File: src/sv/hci_pkg.sv
// ----------------------------------------------------------------------------
// hci_pkg
// Shared types, constants and small tables of the hex cell quad indexer.
// ----------------------------------------------------------------------------
package hci_pkg;

   // fixed point format of the plane coordinates
   localparam int COORD_FRAC_BITS = 28;
   localparam int MAX_RESOLUTION  = 15;

   // floor(2^30 / sqrt(3)), 30 bits
   localparam logic [30:0] SQRT3_RECIP = 31'd619925131;

   // working widths
   localparam int VW = 54;                    // binned coordinate products
   localparam int WW = VW - COORD_FRAC_BITS;  // coordinate after the fraction shift
   localparam int RW = 28;                    // rounded hex coordinates
   localparam int EW = RW + COORD_FRAC_BITS + 1;  // rounding error

   localparam logic signed [VW-1:0] HALF_DEN = VW'(64'd3 << (COORD_FRAC_BITS - 1));
   // offset that keeps the value positive for the divide by three
   localparam logic signed [WW+1:0] DIV3_OFF = (WW+2)'(64'd3 << (WW - 1));
   localparam logic signed [RW-1:0] DIV3_OFF_Q = RW'(64'd1 << (WW - 1));
   localparam logic [31:0] DIV3_MUL = 32'hAAAAAAAB;

   // index and serial limits
   localparam logic signed [RW-1:0] IDX_HI = RW'(65536);
   localparam logic signed [RW-1:0] IDX_LO = -RW'(65536);
   localparam logic [33:0] SERIAL_MAX = 34'd10737418242;

   // quad codes
   localparam logic [3:0] QUAD_NORTH = 4'd0;
   localparam logic [3:0] QUAD_SOUTH = 4'd11;

   // register byte address bit: 0 aperture, 1 resolution
   localparam logic REG_APERTURE   = 1'b0;
   localparam logic REG_RESOLUTION = 1'b1;

   // grid figures derived from the configuration
   typedef struct packed {
      logic        odd;     // aperture 3 with odd resolution
      logic [15:0] side;    // side length in hexes
      logic [16:0] maxc;    // max coordinate, odd case
      logic [30:0] hexes;   // hexes per quad
      logic [11:0] h;       // odd case divisor
      logic [32:0] recip;   // ceil(2^32 / h)
   } hci_grid_type;

   // powers of three
   function automatic logic [23:0] pow3(input logic [3:0] n);
      logic [23:0] p;
      case (n)
         4'd0:    p = 24'd1;
         4'd1:    p = 24'd3;
         4'd2:    p = 24'd9;
         4'd3:    p = 24'd27;
         4'd4:    p = 24'd81;
         4'd5:    p = 24'd243;
         4'd6:    p = 24'd729;
         4'd7:    p = 24'd2187;
         4'd8:    p = 24'd6561;
         4'd9:    p = 24'd19683;
         4'd10:   p = 24'd59049;
         4'd11:   p = 24'd177147;
         4'd12:   p = 24'd531441;
         4'd13:   p = 24'd1594323;
         4'd14:   p = 24'd4782969;
         default: p = 24'd14348907;
      endcase
      return p;
   endfunction

   // ceil(2^32 / 3^k)
   function automatic logic [32:0] recip3(input logic [2:0] k);
      logic [32:0] m;
      case (k)
         3'd0:    m = 33'd4294967296;
         3'd1:    m = 33'd1431655766;
         3'd2:    m = 33'd477218589;
         3'd3:    m = 33'd159072863;
         3'd4:    m = 33'd53024288;
         3'd5:    m = 33'd17674763;
         3'd6:    m = 33'd5891588;
         default: m = 33'd1963863;
      endcase
      return m;
   endfunction

endpackage

File: src/sv/hci_serial.sv
// ----------------------------------------------------------------------------
// hci_serial
// Serial number of a cell: products in one stage, sum and saturation in the
// next, which also forms the result registers.
// ----------------------------------------------------------------------------
module hci_serial (
   input  logic                      clock,
   input  logic                      reset,
   input  hci_pkg::hci_grid_type     grid,
   input  logic                      in_valid,
   input  logic [3:0]                in_quad,
   input  logic signed [17:0]        in_d,
   input  logic signed [17:0]        in_i,
   output logic                      out_valid,
   output logic [3:0]                out_quad,
   output logic signed [17:0]        out_d,
   output logic signed [17:0]        out_i,
   output logic [33:0]               out_serial
);
   import hci_pkg::*;

   logic                valid_ff;
   logic [3:0]          quad_ff;
   logic signed [17:0]  d_ff, i_ff;
   logic                north_ff, ineg_ff;
   logic signed [30:0]  dh_ff, dh_in;
   logic signed [34:0]  sd_ff, sd_in;
   logic [34:0]         qh_ff, qh_in;
   logic [49:0]         iq_ff, iq_in;
   logic [16:0]         iabs;
   logic [3:0]          qm1;

   logic                ovalid_ff;
   logic [3:0]          oquad_ff;
   logic signed [17:0]  od_ff, oi_ff;
   logic [33:0]         serial_ff, serial_in;
   logic signed [17:0]  iq_t;
   logic signed [39:0]  sum;

   // product stage
   always_comb begin
      iabs  = in_i[17] ? 17'(-in_i) : in_i[16:0];
      qm1   = (in_quad == QUAD_NORTH) ? 4'd0 : in_quad - 4'd1;
      dh_in = 31'(in_d * $signed({1'b0, grid.h}));
      sd_in = 35'(in_d * $signed({1'b0, grid.side}));
      qh_in = 35'(qm1) * 35'(grid.hexes);
      iq_in = 50'(iabs) * 50'(grid.recip);
   end

   always_ff @(posedge clock) begin
      if (reset) begin
         valid_ff <= 1'b0;
      end else begin
         valid_ff <= in_valid;
      end
      quad_ff  <= in_quad;
      d_ff     <= in_d;
      i_ff     <= in_i;
      north_ff <= (in_quad == QUAD_NORTH);
      ineg_ff  <= in_i[17];
      dh_ff    <= dh_in;
      sd_ff    <= sd_in;
      qh_ff    <= qh_in;
      iq_ff    <= iq_in;
   end

   // sum and saturation stage
   always_comb begin
      iq_t = ineg_ff ? -$signed({1'b0, iq_ff[48:32]}) : $signed({1'b0, iq_ff[48:32]});
      if (grid.odd) begin
         sum = 40'(dh_ff) + 40'(iq_t) + $signed({5'd0, qh_ff}) + 40'sd2;
      end else begin
         sum = $signed({5'd0, qh_ff}) + 40'(sd_ff) + 40'(i_ff) + 40'sd2;
      end
      if (north_ff) begin
         serial_in = 34'd1;
      end else if (sum < 40'sd0) begin
         serial_in = 34'd0;
      end else if (sum > $signed({6'd0, SERIAL_MAX})) begin
         serial_in = SERIAL_MAX;
      end else begin
         serial_in = sum[33:0];
      end
   end

   always_ff @(posedge clock) begin
      if (reset) begin
         ovalid_ff <= 1'b0;
      end else begin
         ovalid_ff <= valid_ff;
      end
      oquad_ff  <= quad_ff;
      od_ff     <= d_ff;
      oi_ff     <= i_ff;
      serial_ff <= serial_in;
   end

   assign out_valid  = ovalid_ff;
   assign out_quad   = oquad_ff;
   assign out_d      = od_ff;
   assign out_i      = oi_ff;
   assign out_serial = serial_ff;

endmodule

File: config.mk
export PLATFORM = sky130hd
export DESIGN_NAME = hci_serial
export DESIGN_NICKNAME = d
export VERILOG_FILES = /design/src/sv/hci_pkg.sv /design/src/sv/hci_serial.sv
export SDC_FILE = /design/constraint.sdc
export NUM_CORES = 2
export LEC_CHECK = 0
export ABC_CLOCK_PERIOD_IN_PS = 25200
export BUFFER_PORTS_ARGS = -buffer_cell sky130_fd_sc_hd__buf_4
export CAP_MARGIN = 15
export CORE_MARGIN = 2
export CORE_UTILIZATION = 55
export CTS_CLUSTER_DIAMETER = 200
export DETAILED_ROUTE_END_ITERATION = 10
export PLACE_DENSITY = 0.77
export SYNTH_ARGS = -nofsm -noshare
export SYNTH_HDL_FRONTEND = slang
export SYNTH_SLANG_ARGS = --single-unit
File: constraint.sdc
create_clock -name clock -period 25.2 [get_ports clock]
set_input_delay 5.04 -clock clock [delete_from_list [all_inputs] [get_ports clock]]
set_output_delay 5.04 -clock clock [all_outputs]
set_load 0.005 [all_outputs]
After elaboration in Yosys (flattened, before gate mapping). Cells that the tools add are included.

Flip-flop bits (word level): 268. Input bits: 153. Output and inout bits: 75. Logic and storage cells: 41.

$add $sub $neg: 9. $mul: 4. Order comparisons: 2. Muxes and demuxes: 6. Reductions and logical operators: 3.

Operators with widths (count): 17-bit by 33-bit multiplier with 49-bit output (1); 40-bit by 35-bit > comparator with 1-bit output (second input constant) (1); 40-bit by 1-bit < comparator with 1-bit output (second input constant) (1); 40-bit 2-to-1 mux (1); 38-bit by 3-bit adder with 39-bit output (second input constant) (1); 37-bit by 18-bit adder with 38-bit output (1); 37-bit by 3-bit adder with 38-bit output (second input constant) (1); 32-bit by 36-bit adder with 37-bit output (1); 36-bit by 35-bit adder with 37-bit output (1); 18-bit by 17-bit multiplier with 35-bit output (1); 4-bit by 31-bit multiplier with 35-bit output (1); 34-bit 2-to-1 mux (1); 31-bit by 18-bit adder with 32-bit output (1); 18-bit by 13-bit multiplier with 31-bit output (1); 18-bit 2-to-1 mux (1); 17-bit negation with 18-bit output (1); 17-bit 2-to-1 mux (1); 17-bit negation (1); 4-bit logical NOT (1); 4-bit 2-to-1 mux (1); 4-bit by 1-bit subtractor with 4-bit output (second input constant) (1); 3-bit OR reduction (1); 2-bit OR reduction (1); 1-bit 2-to-1 mux (1).

Logic depth before layout (Yosys ltp).
Word-level depth: 9. Mapped depth: 31. Mapped depth without buffers: 30.

Worst setup path before layout. Ideal clock, no wire load.

Kind: input to register. Start: input in_i[8]. End: register iq_ff[48]. Setup time: 0.072 ns. Arrival: 12.245 ns. Data required time: 25.128 ns. Path slack: 12.883 ns. Stages on the path: 27. Buffers on the path: 1. Cells stage by stage: or4_1 > nor4_1 > nand2b_1 > o41ai_1 > xnor2_1 > clkbuf_1 > and2_1 > fa_1 > fa_1 > fa_1 > fa_1 > fa_1 > inv_1 > fa_1 > inv_1 > ha_1 > and4_1 > a31oi_1 > o21ai_0 > a221o_1 > o2111ai_1 > a31oi_1 > a221oi_1 > o21ai_0 > o21a_1 > nor2_1 > xnor2_1.

Word-level cells in the longest chain between the ends: 3.

RTL lines: start, declared (line hci_serial.sv:13) `input logic signed [17:0] in_i,`; 17-bit negation (line hci_serial.sv:42) `iabs = in_i[17] ? 17'(-in_i) : in_i[16:0];`; 17-bit 2-to-1 mux * (line hci_serial.sv:42); 17-bit by 33-bit multiplier with 49-bit output * (line hci_serial.sv:47) `iq_in = 50'(iabs) * 50'(grid.recip);`; named net iq_in[48] (line hci_serial.sv:29) `logic [49:0] iq_ff, iq_in;`; end signal, assigned (line hci_serial.sv:64) `iq_ff <= iq_in;`; end, declared (line hci_serial.sv:29).

Mark *: on every way through the listed nets, which the timed path passes. The rest lies on a longest branch. A chain may end at the register's enable or synchronous reset.

Worst setup path in the final report. Same ends and word-level chain as after synthesis.

==> qor.yml <==
run_status: "completed"
route.detailed.drc: 0
gate_count_after_technology_mapping: 5739
endpoint_kind: "flop"
die_h_um: 308.7
post_cts_resized: 0
cp_slowest_stage_delay_ps: 740
synth_nets: 7373
start_util: 0.5564
cp_data_required_time_ps: 25730
timing.setup.critical_path_class: "input pin to flop"
max_root_sink_buffers: 3
antenna_found_initial: 6
startpoint_type: "input pin"
worstSkewPairLatency_ps: 630
cts.reportedPaths.clkPinSlew_ps: 50
route.final.wire_length_mm: 132.6
postSynthAreaPerCell_sq_um: 8.900
synth_cell_type_count: 79
cts_num_sinks: 235
grt_pass1_vias: 41670
final_max_tran_viols: 0
critical_path.max_fanout: 33
areaGrowthSynthToFinish_pct: 7.031
report.final.setup_viol: 0
seq_area_sq_um: 4706
routed-via-count: 38930
synth_ff_type: "sky130_fd_sc_hd__dfxtp_1"
post-route-period-util: 0.5398
place_hpwl_mm: 104.0
grt_remaining_overflow: 0
synthMostInstantiatedCell: "sky130_fd_sc_hd__inv_1"
critical_path.slowest_cell: "sky130_fd_sc_hd__o41ai_1"
cts-htree-levels: 1
route.antenna.remaining_nets: 0
count_of_maximum_capacitance_violations: 0
fillCellCount: 7934
place.port_buffers: 210
core_sq_um: 91800
hp-class: "flop to flop"
globalplace.congestion: 0.9246
cts_tree: "done"
grt_first_pass_wirelength_mm: 218.9
synth_area_leaders: "sky130_fd_sc_hd__fa_1, sky130_fd_sc_hd__ha_1, sky130_fd_sc_hd__inv_1"
share_of_layout_cells_above_drive_strength_1: 0.06025
max_freq_mhz: 73.52
via_per_inst: 5.544
grt_setup_unrepaired: "false"
ys.warnings.count: 0
finalSetupTns_ps: 0
postSynth.asyncResetShare: 0
worst_ep_arrival_time_ps: 14130
total_die_area_sq_um: 95320
ctsRootBufferMaster: "sky130_fd_sc_hd__clkbuf_16"
synthesis.area_sq_um: 51080
ys_ff_latch: 235
synth_top_area_cell: "sky130_fd_sc_hd__fa_1"
drt_first_pass_iters: 5
synth-edff-count: 0
hold_path_startpoint: "d_ff[8]"
relSlewSlack: 0.2522
wire_per_inst_um: 18.89
yosysTopAreaCellShare: 0.4241
groute.usage.overall: 0.2914
placementRows: 111
regToRegStartpoint: "iq_ff[32]"
floorplan.io_pins: 228
cts_buffers: 30
timing.critical_path.mode_cell: "sky130_fd_sc_hd__fa_1"
die_w_um: 308.7
final.setup_skew_ps: 25.79
finalHoldViolCount: 0
slew_worst_pin_ps: 1093
largest_net_degree_at_the_start_of_global_routing: 59
area_of_the_multi_input_gates_sq_um: 40780
cts.repair_timing.setup_buffer_count: 0
timing.critical_path.from: "in_i[8]"
fraction_of_the_yosys_area_taken_by_sequential_cells: 0.09211
post_synth_most_frequent_cells: "sky130_fd_sc_hd__inv_1, sky130_fd_sc_hd__fa_1, sky130_fd_sc_hd__nand2_1"
timing.critical_path.buf_inv: 3
detailedRoute.firstIterationViolations: 2554
postCtsHoldBufs: 0
finish.net_count: 7386
layout_min_cycle_time_ps: 13600
cpLargestDelayFamily: "adder cells"
==> logic make-up (layout without fill, tap and decap cells) <==
kind of cell             Yosys count  in the layout  synth area share
multiplexers                      20             20          0.004140
AO/OA/AOI/OAI                    565            565           0.07374
other                              0              2                 0
flip-flops                       235            235           0.09211
AND/OR/NAND/NOR                 1731           1731            0.1646
adder cells (fa/ha/maj)         1481           1481            0.5218
XOR/XNOR                         180            180           0.03087
buffers and inverters           1527           1564            0.1127
==> final timing paths <==
path / endpoint / slack (ps) / depth (start not counted)
max reg2reg: out_serial[32] / 17580 / 21
min reg2reg: out_d[8] / 320 / 0
min: out_d[8] / 320 / 0
max: iq_ff[48] / 11600 / 27
==> per-layer routing <==
metal | share of wire | track usage
met5 | 0.00018 | 0
met4 | 0.035 | 0.09041
met3 | 0.077 | 0.03926
met2 | 0.48 | 0.4950
met1 | 0.41 | 0.3887
==> layout make-up <==
| class | instances | share of cell area |
|---|---|---|
| well taps | 1243 | 0.02845 |
| clock inverters | 24 | 0.006134 |
| inverters | 1277 | 0.08768 |
| flip-flops and latches | 235 | 0.08608 |
| diodes | 2 | 0.00009155 |
| multi-input cells | 3977 | 0.7460 |
| repair buffers | 231 | 0.03172 |
| clock buffers | 32 | 0.01387 |
==> metrics by stage <==
step	hold slack (ps)	setup WS, ps	utilization	instance area [sq um]	std cells
floorplan	309.6	12880	-	51080	5739
global placement	309.8	11250	0.5835	53570	6963
finish	324.4	11600	0.5955	54670	7021
global route	330.3	11010	0.5954	54660	7019
CTS	327.4	11690	0.5954	54660	7019
detailed placement	313.6	11070	0.5835	53570	6963
==> state kept, by name, summed over array words and instances (netlist names) <==
signal      count
qh_ff          35
sd_ff          35
out_serial     34
dh_ff          31
d_ff           18
i_ff           18
out_d          18
out_i          18
iq_ff          17
out_quad        4
quad_ff         4
north_ff        1
out_valid       1
valid_ff        1
==> layout by cell type (no fill, tap or decap), types with 124 or more instances in the layout <==
cell                      synthesis  layout
sky130_fd_sc_hd__inv_1         1276    1276
sky130_fd_sc_hd__fa_1          1082    1082
sky130_fd_sc_hd__nand2_1        859     859
sky130_fd_sc_hd__and2_1         450     450
sky130_fd_sc_hd__ha_1           399     399
sky130_fd_sc_hd__dfxtp_1        235     234
sky130_fd_sc_hd__buf_4            0     231
sky130_fd_sc_hd__a21oi_1        150     150
sky130_fd_sc_hd__nor2_1         129     127
sky130_fd_sc_hd__xnor2_1        139     124
Power is not shown: default switching activity piles up to over one toggle a cycle in this logic, so the estimate is an artifact.
